**config.mk**
```make
export PLATFORM = sky130hd
export DESIGN_NAME = rps_divider
export DESIGN_NICKNAME = d
export VERILOG_FILES = /design/src/rtl/rps_pkg.sv /design/src/rtl/rps_divider.sv
export SDC_FILE = /design/constraint.sdc
export NUM_CORES = 1
export LEC_CHECK = 0
export BUFFER_PORTS_ARGS = -buffer_cell sky130_fd_sc_hd__buf_4
export CAP_MARGIN = 20
export CORE_MARGIN = 2
export CORE_UTILIZATION = 52
export DETAILED_ROUTE_END_ITERATION = 12
export PLACE_DENSITY = 0.83
export SYNTH_ARGS = -nofsm -noshare
export SYNTH_HDL_FRONTEND = slang
export SYNTH_SLANG_ARGS = --single-unit
```
**constraint.sdc**
```tcl
create_clock -name i_clk -period 4 [get_ports i_clk]
set_input_delay 0.4 -clock i_clk [delete_from_list [all_inputs] [get_ports i_clk]]
set_output_delay 0.4 -clock i_clk [all_outputs]
set_load 0.01 [all_outputs]
```
**src/rtl/rps_pkg.sv**
```systemverilog
// Shared constants and types for the radial power spectrum averager.
`timescale 1ns / 1ps
`default_nettype none
package rps_pkg;
    localparam int MAX_HALF_DEF   = 256;
    localparam int MAX_BINS_DEF   = 64;
    localparam int SAMPLE_W_DEF   = 16;
    localparam int COORD_W        = 9;
    localparam int FIELD_W        = 16;
    localparam int BIN_IDX_W      = 6;
    localparam int HALF_W         = 9;
    localparam int NBINS_W        = 7;
    localparam int SUM_W          = 49;
    localparam int CNT_W          = 17;
    localparam int AVG_W          = 32;
    localparam int APB_AW         = 3;
    localparam int APB_DW         = 32;
    localparam logic [HALF_W-1:0]  HALF_RESET = 9'd128;
    localparam logic [NBINS_W-1:0] BINS_RESET = 7'd64;

    typedef enum logic [0:0] {
        REG_HALF_SIZE = 1'b0,
        REG_BIN_COUNT = 1'b1
    } t_reg_idx;

    typedef enum logic [3:0] {
        S_IDLE,
        S_SQUARE,
        S_ROOT_GO,
        S_ROOT,
        S_MODIFY,
        S_EMIT_RD,
        S_EMIT_GO,
        S_EMIT_DIV,
        S_EMIT_OUT
    } t_state;
endpackage
`default_nettype wire

```
**src/rtl/rps_divider.sv**
```systemverilog
// Restoring divider, one quotient bit per cycle, saturated quotient.
`timescale 1ns / 1ps
`default_nettype none
module rps_divider #(
    parameter int NUM_W = rps_pkg::SUM_W,
    parameter int DEN_W = rps_pkg::CNT_W,
    parameter int QUO_W = rps_pkg::AVG_W
) (
    input  wire logic              i_clk,
    input  wire logic              i_rst_n,
    input  wire logic              i_start,
    input  wire logic [NUM_W-1:0]  i_num,
    input  wire logic [DEN_W-1:0]  i_den,
    output logic                   o_done,
    output logic [QUO_W-1:0]       o_quo
);
    localparam int CW = $clog2(NUM_W + 1);

    logic [NUM_W-1:0] r_num, r_quo;
    logic [DEN_W-1:0] r_den, r_rem;
    logic [CW-1:0]    r_step;
    logic             r_busy, r_done;
    logic [DEN_W:0]   w_trial, w_diff;

    assign w_trial = {r_rem, r_num[NUM_W-1]};
    assign w_diff  = w_trial - {1'b0, r_den};

    always_ff @(posedge i_clk) begin
        if (!i_rst_n) begin
            r_busy <= 1'b0;
            r_done <= 1'b0;
            r_step <= '0;
        end else begin
            r_done <= 1'b0;
            if (i_start) begin
                r_busy <= 1'b1;
                r_step <= '0;
                r_num  <= i_num;
                r_den  <= i_den;
                r_rem  <= '0;
                r_quo  <= '0;
            end else if (r_busy) begin
                r_num <= r_num << 1;
                if (w_trial >= {1'b0, r_den}) begin
                    r_rem <= w_diff[DEN_W-1:0];
                    r_quo <= {r_quo[NUM_W-2:0], 1'b1};
                end else begin
                    r_rem <= w_trial[DEN_W-1:0];
                    r_quo <= {r_quo[NUM_W-2:0], 1'b0};
                end
                if (r_step == CW'(NUM_W - 1)) begin
                    r_busy <= 1'b0;
                    r_done <= 1'b1;
                end
                r_step <= r_step + 1'b1;
            end
        end
    end

    assign o_done = r_done;
    assign o_quo  = (|r_quo[NUM_W-1:QUO_W]) ? '1 : r_quo[QUO_W-1:0];
endmodule
`default_nettype wire
```
======== After elaboration in Yosys (flattened, before gate mapping) ========
Cells that the tools add are included.
cells by class
  reduce and logical (&&, ||, !) cells .... 6
  multiplexer cells ....................... 11
  bitwise gates (word level) .............. 2
  $add $sub $neg .......................... 2
  magnitude comparators ................... 1
  eq/ne operators ......................... 1
operator list
  operator                                      count
  two-way mux 49 bit                            3
  two-way mux 17 bit                            2
  two-way mux 32 bit                            1
  greater-or-equal comparator 18 x 17 -> 1 bit  1
  OR reduction 17 bit                           1
  subtractor 17 bit                             1
  adder 6 x 1 -> 6 bit, second input constant   1
  equality test 6 bit, second input constant    1
  two-way mux 1 bit                             5
  AND reduction 2 bit                           2
  OR reduction 3 bit                            1
  inverter 1 bit                                2
  nonzero test 2 bit                            1
  OR reduction 2 bit                            1
word-level totals
  input bits .............................. 69
  register bits after elaboration ......... 140
  logic and storage cells ................. 30

======== Longest topological paths before layout ========
  word-level depth ........................ 4
  mapped depth ............................ 11

======== Worst setup path after synthesis ========
OpenSTA, ideal clock, no wires.
  path type ............................... input-to-reg
  start ................................... input i_start
  end ..................................... register r_num[0] (enable)
  setup slack ............................. -0.016 ns
  data arrival time ....................... 3.532 ns
  required time ........................... 3.516 ns
  cell stages on the path ................. 3
  library setup time ...................... 0.484 ns
  path through ............................ clkbuf_1 clkbuf_1 o21a_1
between the ends
  cells in the longest elaborated chain, start to end .. 2
RTL lines
  element                               RTL line           text
  start, declared                       rps_divider.sv:11  input wire logic i_start,
  nonzero test 2 bit (no source line)   -
  AND reduction 2 bit (no source line)  -
  end signal, assigned                  rps_divider.sv:38  r_num <= i_num;
  end signal, assigned                  rps_divider.sv:43  r_num <= r_num << 1;
  end, declared                         rps_divider.sv:19  logic [NUM_W-1:0] r_num, r_quo;
Every way passes these cells.
A chain may end at the register's enable or synchronous reset.

======== Worst setup path in the final report ========
  start ................................... register r_num[48]
  end ..................................... register r_rem[16] (data pin)
between the ends
  cells in the longest elaborated chain, start to end .. 3
  elaborated cells on any way between the ends .. 4
RTL lines
  element                                                                            RTL line                              text
  subtractor 17 bit or greater-or-equal comparator 18 x 17 -> 1 bit (tied branches)  rps_divider.sv:26, rps_divider.sv:44
  two-way mux 17 bit *                                                               rps_divider.sv:44                     if (w_trial >= {1'b0, r_den}) begin
  two-way mux 17 bit *                                                               rps_divider.sv:42                     end else if (r_busy) begin
  end signal, assigned                                                               rps_divider.sv:45                     r_rem <= w_diff[DEN_W-1:0];
  end signal, assigned                                                               rps_divider.sv:48                     r_rem <= w_trial[DEN_W-1:0];
  end, declared                                                                      rps_divider.sv:20                     logic [DEN_W-1:0] r_den, r_rem;
Every way passes the cells marked *; elsewhere a longest branch is shown, timed or not. The select of a mux whose other input is x is not followed.

==> results.ini <==
[status]
status = completed

[setup_path]
endpoint = r_rem[16]
slowest_stage = o21ai_2
cp.depth = 10
critPathArrivalTime_ns = 3.34
path_cells = inv_1 > ha_1 > inv_1 > fa_1 > a211o_1 > a211o_1 > a21o_1 > o21ai_2 > a21o_1 > o22ai_1
crit_type = reg2reg
reg2reg_from = r_num[48]
critPathLaunchType = register
path_buf_inv = 2
r2r_end = r_rem[16]
required_ns = 4.16
rr_worst_depth = 10
endpoint_kind = register
path_max_fanout = 11
critPathMaxStageDelay_ns = 0.57
critPathLaunch = r_num[48]
path_delay_family = compound AO/OA/AOI/OAI gates
regToRegSetupSlack_ns = 0.82

[clock_network]
insertion_delay_ns = 0.42
clock_path_buffers = 2
cts_hold_buf = 0
clock-sinks = 140
cts.clk_slew.worst_paths_ns = 0.06
cts_repair_resize_count = 0
cts_tree = built
numCtsBuffers = 17
cts_setup_buffers = 0
htreeDepth = 4
root_buffer = clkbuf_16

[grt]
grt_max_degree = 82
globalRouteTotalUtil_pct = 19.8
grt_pass1_wl_mm = 21.7
gr-total-overflow = 0
first_global_vias = 4492
antenna_found_initial = 0

[logic_synthesis]
syn_avg_cell_area_um2 = 13.3
synth_top_cell_by_area = edfxtp_1
synth_top_area_share_pct = 58.6
ys_ff_latch = 140
synthArstFlopShare_pct = 0
synthFlopType = edfxtp_1
synth_nets = 598
ys_seq_area_share_pct = 60.9
post_synth_num_cell_types = 50
yosysWarnings = 0
syn_inst = 509
synth_edf_count = 132
synth_area_um2 = 6770
synth_area_leaders = edfxtp_1 (59%), mux2_2 (8.0%), nor2b_1 (4.6%), ha_1 (3.5%), nand2b_1 (3.4%)

[timing]
fin_crit_sh_pct = 79.6
setup_viol = 0
whs_ns = 0.156
drv_slew = 0
min_period_ns = 3.18
rsz0062_at_grt = false
setup_tns_ns = 0
worstMarginPinSlew_ns = 0.902
timing.final.ws_setup_ns = 0.817
fmax_mhz = 314
final.setup_skew_ns = 0.00996
relSlewSlack_pct = 39.9
hold_viol = 0

[cells_and_area]
layout.nets = 697
n_antenna_cell = 0
syn_to_final_growth_pct = 20.7
fillers = 938
drive_above_1_share_pct = 31.1
layout_common_cells = edfxtp_1 (132), buf_4 (104), nor2b_1 (50)
post-route-util_pct = 64.4
final_common_cell = edfxtp_1

[drt]
drt-vias-per-instance = 5.49
dr.pass1.iters = 5
via_count = 4328
wl_per_cell_um = 16.6
drtAntennaViolNets = 0
drt-total-wl_mm = 13.1
drc = 0
first_iter_violations = 292

[power]
powerDensity_nw_per_um2 = 442
power_leakage_uw = 0.00303
vdd_drop_max_mv = 0.324

[floorplan]
core_um2 = 12700
pin_count = 102
die_width_um = 118
die_area_um2 = 13900
initial_utilization_pct = 53.4
placementRows = 41
die_h_um = 118

[place]
port_buffers = 101
pre_cts_ws_ns = 0.853
gp_congestion = 0.908
dp_hpwl_mm = 8.63

[run]
drv_cap = 0

[hold_path]
min_path_type = in2reg

-- stage by stage --
stage          total power [uW]  cells  instance area [um^2]
2_1_floorplan              2160    509                  6770
3_3_place_gp               2280    761                  7680
3_5_place_dp               2310    761                  7680
4_1_cts                    3640    789                  8170
5_1_grt                    3760    789                  8170
6_report                   3610    789                  8170
-- cell families (layout without fill, tap and decap cells) --
family | count (synthesis) | in the layout | synth area share (%)
and+or+nand+nor | 150 | 150 | 13.3
DFF | 140 | 140 | 60.9
AOI/OAI and AO/OA | 85 | 85 | 8.65
muxes | 51 | 51 | 8.43
buffers and inverters | 49 | 157 | 3.09
adders and majority gates | 20 | 20 | 3.81
xor gates and xnor gates | 14 | 14 | 1.81
-- Yosys cell counts, types with 3 or more instances --
cell type	n
inv_1	24
buf_1	4
nor4_1	5
a21o_1	8
nand4_1	6
dfxtp_1	8
o21bai_1	3
nor3_1	8
a211oi_2	5
nor2_1	8
mux2i_1	3
o21ai_1	6
mux2_2	48
buf_2	5
xor2_1	5
ha_1	19
nand2b_1	37
clkbuf_1	13
edfxtp_1	132
a211o_1	4
o22ai_1	3
o21ai_0	6
and2_1	3
nor2b_1	50
a21oi_1	25
nand3_1	13
nor3_2	3
xnor2_1	9
nand2_1	11
o21a_1	9
a21boi_0	3
-- area by class of cell --
class | count | area [um^2] | area share (%)
Timing Repair Buffer | 105 | 801 | 9.81
Clock buffer | 20 | 437 | 5.35
Inverter | 24 | 90.1 | 1.10
Sequential cell | 140 | 4120 | 50.5
Tap cell | 172 | 215 | 2.64
Multi-Input combinational cell | 320 | 2450 | 30.0
Clock inverter | 8 | 51.3 | 0.628
-- worst register-to-register path, cell delays in order, from the launching register on --
cell      delay (ns)
edfxtp_1        0.39
inv_1           0.07
ha_1            0.16
inv_1           0.06
fa_1            0.42
a211o_1         0.34
a211o_1         0.31
a21o_1          0.24
o21ai_2         0.57
a21o_1          0.27
o22ai_1         0.11
-- state kept, by name, summed over array words and instances (netlist names) --
register,flops
o_done,1
r_busy,1
r_den,17
r_num,49
r_quo,49
r_rem,17
r_step,6
-- power by group --
part	leakage, uW	switching (uW)	internal [uW]
logic	0.00146	267	244
registers	0.00134	43.6	1730
clock network	0.000223	556	770
-- layer usage --
| layer | wire length (um) | vias up | share of wire, % | GRT usage, % |
|---|---|---|---|---|
| met5 | 0 | - | 0 | 0 |
| li1 | - | 2060 | - | - |
| met3 | 1020 | 19 | 7.8 | 9.06 |
| met4 | 189 | 0 | 1.4 | 6.48 |
| met2 | 6310 | 132 | 48 | 30.9 |
| met1 | 5580 | 2117 | 43 | 24.7 |
-- worst min path at each step --
| stage | endpoint | slack [ns] | start | cells past startpoint |
|---|---|---|---|---|
| floorplan | r_step[5] | 0.46 | r_step[5] | 2 |
| global placement | r_step[5] | 0.47 | r_step[5] | 2 |
| detailed placement | o_done | 0.50 | r_step[5] | 2 |
| CTS | r_den[15] | 0.14 | i_den[15] | 1 |
| global route | r_den[14] | 0.13 | i_den[14] | 1 |
| finish | r_den[14] | 0.16 | i_den[14] | 1 |
No activity file was read; power rests on OpenSTA's default activity.
