==> src/rtl/rps_isqrt.sv <==
// Iterative integer square root, one result bit per cycle.
`timescale 1ns / 1ps
`default_nettype none
module rps_isqrt #(
    parameter int ROOT_W = 8
) (
    input  wire logic                  i_clk,
    input  wire logic                  i_rst_n,
    input  wire logic                  i_start,
    input  wire logic [2*ROOT_W-1:0]   i_x,
    output logic                       o_done,
    output logic [ROOT_W-1:0]          o_root
);
    localparam int XW = 2 * ROOT_W;
    localparam int SW = $clog2(ROOT_W + 1);

    logic [XW-1:0] r_x, r_res, r_bit;
    logic [SW-1:0] r_step;
    logic          r_busy, r_done;
    logic [XW-1:0] w_sum;

    assign w_sum = r_res + r_bit;

    always_ff @(posedge i_clk) begin
        if (!i_rst_n) begin
            r_busy <= 1'b0;
            r_done <= 1'b0;
            r_step <= '0;
        end else begin
            r_done <= 1'b0;
            if (i_start) begin
                r_busy <= 1'b1;
                r_step <= '0;
                r_x    <= i_x;
                r_res  <= '0;
                r_bit  <= XW'(1) << (XW - 2);
            end else if (r_busy) begin
                if (r_x >= w_sum) begin
                    r_x   <= r_x - w_sum;
                    r_res <= (r_res >> 1) + r_bit;
                end else begin
                    r_res <= r_res >> 1;
                end
                r_bit <= r_bit >> 2;
                if (r_step == SW'(ROOT_W - 1)) begin
                    r_busy <= 1'b0;
                    r_done <= 1'b1;
                end
                r_step <= r_step + 1'b1;
            end
        end
    end

    assign o_done = r_done;
    assign o_root = r_res[ROOT_W-1:0];
endmodule
`default_nettype wire

==> config.mk <==
export PLATFORM = sky130hd
export DESIGN_NAME = rps_isqrt
export DESIGN_NICKNAME = d
export VERILOG_FILES = /design/src/rtl/rps_isqrt.sv
export SDC_FILE = /design/constraint.sdc
export NUM_CORES = 1
export LEC_CHECK = 0
export CAP_MARGIN = 0
export CORE_ASPECT_RATIO = 0.8
export CORE_MARGIN = 2
export CORE_UTILIZATION = 40
export DETAILED_ROUTE_END_ITERATION = 12
export DONT_BUFFER_PORTS = 1
export PLACE_DENSITY = 0.57
export SYNTH_ARGS = -nofsm -noshare
export SYNTH_HDL_FRONTEND = slang
export SYNTH_SLANG_ARGS = --single-unit
==> constraint.sdc <==
create_clock -name i_clk -period 6.8 [get_ports i_clk]
set_clock_uncertainty 0.2 [all_clocks]
set_input_delay 0.68 -clock i_clk [delete_from_list [all_inputs] [get_ports i_clk]]
set_output_delay 0.68 -clock i_clk [all_outputs]
set_load 0.005 [all_outputs]
==> Word-level counts from Yosys, hierarchy flattened <==
Index checks and enable logic that the tools add are counted.
{ "op_classes": {"n_addsub": 4, "n_lt_le_gt_ge": 1, "n_eq_ne": 1, "muxes": 10, "n_bitwise": 2, "reduce_logical": 6} }
{ "op_table": {"columns": ["op", "count"], "rows": [
  ["$mux 16", 5],
  ["$add 15x15->16", 1],
  ["$add 16x15->16", 1],
  ["$ge 16x16->1", 1],
  ["$sub 16x16->16", 1],
  ["$mux 15", 1],
  ["$add 4x1->4 const B", 1],
  ["$eq 4x3->1 const B", 1],
  ["$mux 1", 4],
  ["$reduce_bool 2->1", 2],
  ["$reduce_and 3->1", 1],
  ["$reduce_or 3->1", 1],
  ["$not 1->1", 2],
  ["$reduce_and 2->1", 1],
  ["$reduce_or 2->1", 1]
]} }
{ "word_totals": {"reg_bits": 46, "input_bits": 19, "output_inout_bits": 9} }

==> Logic depth before layout (Yosys ltp) <==
Gate-level depths: netlist of run 1.
{ "depth": {"ltp_word": 5, "depth_mapped": 16} }

==> Least setup slack after synthesis of run 1 <==
OpenSTA, ideal clock, no wires.
{ "synth_timing": {"path_kind": "register -> register", "start": "reg r_res[2]", "end": "reg r_x[0], enable pin", "setup_time_ns": 0.399, "arrival_ns": 3.838, "slack_ns": 2.363, "stages_incl_launch_ff": 15, "synth_period_minus_slack_ns": 4.437, "path_cell_list": "edfxtp_1 -> ha_1 -> a31oi_1 -> a211oi_1 -> a31oi_1 -> o21bai_1 -> xnor2_1 -> ha_1 -> clkbuf_2 -> nand3_1 -> nor2_1 -> o211a_1 -> o31ai_2 -> buf_4 -> a31oi_1"} }
{ "synth_between": {"elab_chain_cells": 4} }
{ "synth_rtl": {"columns": ["element", "line", "source"], "rows": [
  ["start: declaration", "17", "logic [XW-1:0] r_x, r_res, r_bit;"],
  ["start signal: assignment", "40", "r_res <= (r_res >> 1) + r_bit;"],
  ["start signal: assignment", "42", "r_res <= r_res >> 1;"],
  ["$add 16x15->16", "22", "assign w_sum = r_res + r_bit;"],
  ["$ge 16x16->1", "38", "if (r_x >= w_sum) begin"],
  ["$reduce_bool 2->1 (no source line)", null, null],
  ["$reduce_and 3->1 (no source line)", null, null],
  ["end signal: assignment", "34", "r_x <= i_x;"],
  ["end signal: assignment", "39", "r_x <= r_x - w_sum;"],
  ["end: declaration", "17", null]
]} }
No other way between the ends.
A chain may end at the register's enable or synchronous reset.

==> Worst setup path in the final report of run 1 <==
Same ends and word-level chain as after synthesis.

==> results of run 1 <==
==> kinds of logic (layout without fill, tap and decap cells) <==
kind of cell	count (synthesis)	in the layout	share of synthesized area, %
xor+xnor	31	31	7.209
simple gates	134	134	17.44
compound gates	116	116	20.86
fa+ha+maj	36	36	12.16
flops	46	46	35.08
mux	10	10	2.924
buf+inv	33	22	4.319
==> final timing paths <==
kind | to | slack [ps] | depth (start not counted)
setup reg to reg | r_x[0] | 1700 | 11
setup / recovery | r_x[0] | 1700 | 11
hold reg to reg | o_done | 240 | 1
hold / removal | o_done | 240 | 1
==> report_power, final <==
part | total, mW | internal, mW | switching [mW]
clock | 0.300 | 0.191 | 0.109
combinational | 0.448 | 0.183 | 0.265
sequential | 0.376 | 0.350 | 0.0265
total | 1.12 | 0.724 | 0.400
==> layout by cell type (no fill, tap or decap), types with 2 or more instances in the layout <==
| cell | count |
|---|---|
| and3_1 | 4 |
| o211ai_1 | 3 |
| a21oi_1 | 29 |
| o21bai_1 | 2 |
| a211oi_1 | 6 |
| inv_1 | 13 |
| o31ai_1 | 3 |
| nand3_1 | 7 |
| o311a_1 | 2 |
| xor2_1 | 14 |
| nand2_1 | 38 |
| nand2b_1 | 2 |
| nor3b_1 | 2 |
| nor2_1 | 27 |
| a31o_2 | 3 |
| a31oi_1 | 11 |
| ha_1 | 35 |
| o21a_1 | 6 |
| o31a_1 | 3 |
| nor3_1 | 25 |
| or4_1 | 2 |
| and4_1 | 2 |
| mux2i_1 | 2 |
| clkbuf_16 | 7 |
| xnor2_1 | 17 |
| a21o_1 | 8 |
| o21ai_0 | 26 |
| dfxtp_1 | 6 |
| nor2b_1 | 15 |
| mux2_2 | 8 |
| nand4_1 | 4 |
| edfxtp_1 | 40 |
| nor4_1 | 2 |
==> final cells by class <==
class / instances / area, um2
inverters: 13 / 48.80
well taps: 115 / 143.9
multi-input cells: 327 / 2288
clock buffers: 8 / 188.9
repair buffers: 1 / 7.507
flip-flops and latches: 46 / 1321
fillers: 880 / 5116
==> state kept, by name, summed over array words and instances, names as in the netlist <==
signal and count:
r_busy 1, r_step 4, r_x 16, r_bit 8
o_done 1, r_res 16
==> metrics by stage <==
stage	area, um2	setup WS [ps]	util, %
floorplan	3766	2363	-
global placement	3810	1871	41.80
detailed placement	3810	1773	41.80
CTS	3999	1734	43.87
global route	3999	1354	43.87
finish	3999	1705	43.87
==> layer usage <==
layer	wire length (um)	track usage (%)	share of wire [%]	vias up
li1	-	-	-	1490
met4	67	3.557	0.75	0
met3	497	3.289	5.5	7
met5	0	0	0	-
met2	3889	28.11	43	66
met1	4539	27.25	50	1425
==> worst max-delay path: cells and delay by family, from the launching register on <==
kind / cells / cell delay [ps]
compound gates: 8 / 3100
xor+xnor: 1 / 140
fa+ha+maj: 2 / 710
flops: 1 / 490
==> results.json, run 1 <==
{
  "cts_hold_buffers": 0,
  "vias": 2988,
  "synth_cells": 406,
  "leakagePower_nw": 1.530,
  "hold_viol": 0,
  "numCtsBuffers": 5,
  "viasPerCell": 5.859,
  "first_iter_violations": 161,
  "die_w_um": 112.5,
  "die_area_um2": 10210,
  "async_reset_ff_share_pct": 0,
  "grt_pass1_wl_um": 15000,
  "final-setup-viol-count": 0,
  "htree_levels": 2,
  "rsz0062_at_grt": "false",
  "crit_type": "reg -> reg",
  "cp_slowest_cell": "o31ai_2",
  "finalNetCount": 449,
  "ys_seq_elements": 46,
  "syn-num-nets": 461,
  "cts_tree": "done",
  "setup_tns_ps": 0,
  "drive_gt1_share_pct": 8.101,
  "cts_resized": 0,
  "hold_start": "r_step[3]",
  "ys.flop_type": "edfxtp_1",
  "detail_route.wl_per_cell_um": 17.63,
  "total_power_mw": 1.124,
  "grt_usage_pct": 18.38,
  "arrival_ps": 4750,
  "yosysTopAreaCellShare_pct": 31.89,
  "cts_setup_buffers": 0,
  "ys_top_cells_by_count": "edfxtp_1, nand2_1, ha_1",
  "synth_area_leaders": "edfxtp_1, ha_1, xnor2_1",
  "yosysSeqAreaShare_pct": 35.08,
  "cp_slowest_stage_delay_ps": 990,
  "clock-sinks": 46,
  "p_per_area_nw_per_um2": 281.2,
  "root_buffer": "clkbuf_16",
  "die_height_um": 90.79,
  "clk_pin_slew_ps": 60,
  "yosys_warnings": 0,
  "min_path_type": "reg -> reg",
  "critical_path.cell_chain": "ha_1 -> a31oi_1 -> a211oi_1 -> a31oi_1 -> o21bai_1 -> xnor2_1 -> ha_1 -> a21oi_1 -> o21ai_2 -> o31ai_2 -> a31oi_2",
  "port_buffers": 0,
  "rows": 31,
  "drc": 0,
  "cp_data_required_time_ps": 6450,
  "dr.pass1.iters": 4,
  "status": "finished clean",
  "final_max_slew_viol_count": 0,
  "finalWirelength_um": 8993,
  "synth_largest_area_cell": "edfxtp_1",
  "ant_nets": 0,
  "clk_path_buf_depth": 2,
  "syn_area_um2": 3766,
  "grt_max_degree": 64,
  "clock_latency_ps": 290,
  "slew_headroom_pct": 18.70,
  "antenna_found_initial": 0,
  "synth_most_common_cell": "edfxtp_1",
  "n_antenna_cell": 0,
  "max_cap_viol_count": 0,
  "start_kind": "flop",
  "crit_path_end_kind": "flop",
  "peakVddDrop_mv": 0.1169,
  "holdWs_ps": 236.3,
  "max_freq_mhz": 196.3,
  "initial_utilization_pct": 41.32,
  "synth_edf_count": 40,
  "syn_to_final_growth_pct": 6.180,
  "dpl.cell_count": 502,
  "syn_area_per_cell_um2": 9.276,
  "hpwl_um": 6640,
  "r2r_start": "r_res[2]",
  "core_um2": 9115,
  "tightest_slew_ps": 1212,
  "min_period_ps": 5095,
  "finalCritPeriodShare_pct": 74.93,
  "ios": 28,
  "worstPathMaxFanout": 16,
  "grt-ovfl-total": 0,
  "grt_pass1_vias": 2883,
  "routabilityCongestion": 0.8685,
  "layout.cells.non_filler": 510,
  "crit_start": "r_res[2]",
  "synth_cell_types": 54
}
No activity file was read; power rests on OpenSTA's default activity.
==> inputs of run 2 (changes only) <==
- ABC_AREA: default -> 1
- clock period: 6.8 -> 4.9 ns (I/O delays scaled with it)
==> results.json, run 2 <==
{
  "yosysTopAreaCellShare_pct": 29.22,
  "ios": 28,
  "synth_top_family_by_area": "simple AND/OR/NAND/NOR gates",
  "synth_cell_types": 39,
  "grt-ovfl-total": 0,
  "start_kind": "flop",
  "finalWirelength_um": 9786,
  "grt_pass1_vias": 3223,
  "rsz0062_at_grt": "false",
  "viasPerCell": 4.955,
  "synth_most_common_cell": "nand2_1",
  "timing.rr.end": "r_x[2]",
  "tightest_slew_ps": 651.8,
  "synth_mux_area_share_pct": 0,
  "min_path_type": "in -> reg",
  "dpl.cell_count": 721,
  "die_area_um2": 11110,
  "grt_util_met1_pct": 26.16,
  "grt_util_met3_pct": 3.382,
  "arrival_ps": 3640,
  "clk_path_buf_depth": 2,
  "ys_seq_elements": 46,
  "async_reset_ff_share_pct": 0,
  "clk_pin_slew_ps": 70,
  "numCtsBuffers": 5,
  "syn-num-nets": 651,
  "hold_viol": 0,
  "yosys_warnings": 0,
  "drive_gt1_share_pct": 3.396,
  "r2r_start": "r_res[2]",
  "holdWs_ps": 100.1,
  "yosys.area_share.simple_pct": 35.86,
  "synth-adder-area-share_pct": 11.14,
  "vias": 3612,
  "synth_largest_area_cell": "edfxtp_1",
  "synth-xor-area-share_pct": 4.262,
  "final_common_cell": "nand2_1",
  "p_per_area_nw_per_um2": 351.6,
  "grt_pass1_wl_um": 16070,
  "rr_worst_depth": 16,
  "peakVddDrop_mv": 0.1749,
  "yosysSeqAreaShare_pct": 32.15,
  "cp_data_required_time_ps": 4630,
  "synth_area_leaders": "edfxtp_1, nand2_1, ha_1",
  "max_freq_mhz": 255.9,
  "core_um2": 10120,
  "finalCritPeriodShare_pct": 79.74,
  "dr.pass1.iters": 5,
  "crit_start": "r_res[2]",
  "ant_nets": 0,
  "hpwl_um": 7577,
  "reg.largest.list": "r_res x16, r_x x16, r_bit x8",
  "root_buffer": "clkbuf_16",
  "use_met2_pct": 28.46,
  "cts_setup_buffers": 0,
  "rrSetupSlack_ps": 990,
  "ys.flop_type": "edfxtp_1",
  "clock_latency_ps": 290,
  "drc": 0,
  "crit_path_end_kind": "flop",
  "initial_utilization_pct": 40.63,
  "antenna_found_initial": 0,
  "syn_area_per_cell_um2": 6.896,
  "worstSetupEndpoint": "r_x[2]",
  "status": "finished clean",
  "final-setup-viol-count": 0,
  "synth_edf_count": 40,
  "max_cap_viol_count": 0,
  "final_max_slew_viol_count": 0,
  "die_height_um": 94.67,
  "syn_to_final_growth_pct": 5.297,
  "rows": 33,
  "routabilityCongestion": 0.9298,
  "busiest_layer": "met2",
  "grt_max_degree": 35,
  "setup_tns_ps": 0,
  "cts_tree": "done",
  "finalNetCount": 643,
  "grt_usage_pct": 18.26,
  "synth_compound_area_share_pct": 6.575,
  "cts_hold_buffers": 0,
  "slew_headroom_pct": 56.50,
  "worstPathMaxFanout": 16,
  "leakagePower_nw": 2.126,
  "detail_route.wl_per_cell_um": 13.42,
  "port_buffers": 0,
  "syn_area_um2": 4110,
  "ys_top_cells_by_count": "nand2_1, inv_1, nand3_1",
  "clock-sinks": 46,
  "layout_common_cells": "nand2_1, inv_1, nand3_1, edfxtp_1, nor2_1",
  "synth_cells": 596,
  "crit_type": "reg -> reg",
  "first_iter_violations": 195,
  "min_period_ps": 3907,
  "htree_levels": 2,
  "cts_resized": 0,
  "n_antenna_cell": 0,
  "die_w_um": 117.3,
  "layout.cells.non_filler": 729
}
## run 2: routing by layer
metal	vias to the layer above	part of all wire (%)
met5	-	0
met2	114	42
li1	1894	-
met3	8	6.3
met1	1596	50
met4	0	0.98
## run 2: kinds of logic after synthesis
kind of cell               after synthesis
buffers and inverters                   97
and+or+nand+nor                        349
DFF                                     46
adders and majority gates               36
xor gates and xnor gates                20
AOI/OAI and AO/OA                       48
## run 2: area by class of cell
type,count,area [um2]
inverters,81,304.0
fillers,1015,5788
well taps,140,175.2
clock buffers,6,128.9
multi-input cells,453,2377
flip-flops and latches,46,1321
clock inverters,2,13.76
repair buffers,1,7.507
## run 2: worst min path at each step
stage / startpoint / endpoint / slack, ps / cells after the start
2_1_floorplan: r_step[1] / r_step[1] / 260 / 2
3_3_place_gp: r_step[1] / r_step[1] / 270 / 2
3_5_place_dp: r_step[1] / r_step[1] / 280 / 2
4_1_cts: i_start / r_bit[14] / 90 / 0
5_1_grt: i_start / r_bit[14] / 90 / 0
6_report: i_start / r_bit[14] / 100 / 0
## run 2: power by group
part           internal [mW]  total, mW  switching [mW]
Combinational          0.230      0.644           0.414
Sequential             0.488      0.533          0.0455
Clock                  0.190      0.344           0.155
## run 2: worst max-delay path, cell delays in order (launching register included)
cell and delay (ps):
edfxtp_1 480, ha_1 400, nand2_1 70, o21ai_1 260
nand2_1 100, nand3_1 190, nand3_1 130, nand3b_1 110
nand2_1 60, ha_1 320, inv_1 100, nor3_4 180
and2_1 160, nand2_2 80, nand2_2 110, o21ai_0 80
inv_1 500
## run 2: through the flow
stage	util (%)	instance area [um2]	worst slack, ps	total power [mW]
floorplan	-	4110	1511	1.054
CTS	42.78	4328	931.8	1.532
finish	42.78	4328	992.6	1.522
global placement	41.37	4185	1009	1.179
global route	42.78	4328	646.9	1.651
detailed placement	41.37	4185	959.5	1.181
==> inputs of run 3 (changes only) <==
- PLACE_DENSITY: 0.57 -> 0.59
- clock period: 4.9 -> 3.4 ns (I/O delays scaled with it)
==> results.json, run 3 (same netlist as run 2, synthesis figures left out) <==
{
  "status": "finished clean",
  "slew_headroom_pct": 65.36,
  "rows": 33,
  "fill_cells": 1016,
  "multi_input_area_um2": 2525,
  "viasPerCell": 4.941,
  "start_kind": "flop",
  "arrival_ps": 3100,
  "finalCritPeriodShare_pct": 95.21,
  "n_antenna_cell": 0,
  "ant_nets": 0,
  "holdWs_ps": 28.46,
  "grt_pass1_wl_um": 16960,
  "die_height_um": 94.67,
  "crit_path_end_kind": "flop",
  "clk_pin_slew_ps": 70,
  "first_iter_violations": 175,
  "layout.cells.non_filler": 767,
  "syn_to_final_growth_pct": 17.87,
  "setup_ws_ps": 162.7,
  "drive_gt1_share_pct": 13.24,
  "final_max_slew_viol_count": 0,
  "htree_levels": 2,
  "leakagePower_nw": 2.352,
  "antenna_found_initial": 0,
  "root_buffer": "clkbuf_16",
  "numCtsBuffers": 5,
  "fin_area_um2": 4845,
  "tightest_slew_ps": 519.1,
  "detail_route.wl_per_cell_um": 13.97,
  "cts_tree": "done",
  "finalWirelength_um": 10720,
  "setup_tns_ps": 0,
  "preCtsSetupSlack_ps": -18.64,
  "port_buffers": 0,
  "placed_area_um2": 4420,
  "layout_common_cells": "nand2_1, inv_1, nand3_1, edfxtp_1, nor2_1",
  "vias": 3790,
  "core_um2": 10120,
  "finalNetCount": 681,
  "final_common_cell": "nand2_1",
  "grt_pass1_vias": 3480,
  "min_path_type": "in -> reg",
  "peakVddDrop_mv": 0.2454,
  "final-setup-viol-count": 0,
  "min_period_ps": 3237,
  "cp_data_required_time_ps": 3260,
  "total_power_mw": 2.445,
  "crit_type": "reg -> reg",
  "grt-ovfl-total": 0,
  "drc": 0,
  "max_freq_mhz": 308.9,
  "fin_util_pct": 47.89,
  "grt_usage_pct": 19.33,
  "max_cap_viol_count": 0,
  "dr.pass1.iters": 5,
  "seq_area_um2": 1321,
  "dpl.cell_count": 749,
  "ios": 28,
  "initial_utilization_pct": 40.63,
  "routabilityCongestion": 0.9141,
  "rsz0062_at_grt": "true",
  "grt_max_degree": 35,
  "clock-sinks": 46,
  "worstPathMaxFanout": 15,
  "clock_latency_ps": 300,
  "hpwl_um": 8078,
  "die_area_um2": 11110,
  "reg.largest.list": "r_res x16, r_x x16, r_bit x8",
  "die_w_um": 117.3,
  "clk_path_buf_depth": 2,
  "p_per_area_nw_per_um2": 504.7,
  "hold_viol": 0
}
==> run 3: cell count changes in the layout (fill, tap and decap cells not counted), sizes merged <==
cell,change
clkinv,-1
inv,+1
buf,+36
dlygate4sd3,+1
bufinv,+1
==> run 3: cell type report <==
cell class | instances | area share, %
Inverter | 81 | 6.276
Timing Repair Buffer | 39 | 7.231
Clock buffer | 5 | 2.583
Multi-Input combinational cell | 453 | 52.12
Tap cell | 140 | 3.616
Clock inverter | 3 | 0.9039
Sequential cell | 46 | 27.27
==> run 3: where the power goes <==
group	internal, mW	switching (mW)
Combinational	0.451	0.662
Sequential	0.703	0.0502
Clock	0.349	0.230
==> run 3: metal layers <==
layer / GRT usage [%] / vias up / share of wire (%)
met5: 0 / - / 0
met4: 5.823 / 0 / 1.2
met3: 3.321 / 11 / 4.4
met2: 29.97 / 90 / 45
met1: 27.69 / 1721 / 50
li1: - / 1968 / -
==> run 3: path summary, 6_finish.rpt <==
check / startpoint / to / slack, ps / depth (start not counted)
worst max register to register: r_bit[2] / r_res[2] / 160 / 19
worst max-delay path: r_bit[2] / r_res[2] / 160 / 19
worst min register to register: r_step[1] / r_step[1] / 300 / 2
worst min-delay path: i_x[6] / r_x[6] / 30 / 2
==> run 3: worst max-delay path: stages, from the launching register on <==
cell	delay, ps
edfxtp_1	440
ha_4	320
nand2_1	60
o21ai_2	180
nand2_1	90
nand3_2	110
nand3_1	110
nand3b_1	110
nand2_1	70
ha_1	330
inv_1	90
nor3_4	190
and2_4	170
nand2_2	60
nand2_2	60
buf_4	120
nor2_4	40
buf_12	130
nand2_1	60
nand2_1	50
==> run 3: timing repair <==
item / CTS / global route
gates resized for setup: 0 / 29
hold endpoints to repair: 1 / 0
setup endpoints to repair: 15 / 34
pin swaps: 1 / 3
hold buffers: 1 / 0
buffers inserted: 1 / 7
gates cloned: 0 / 1
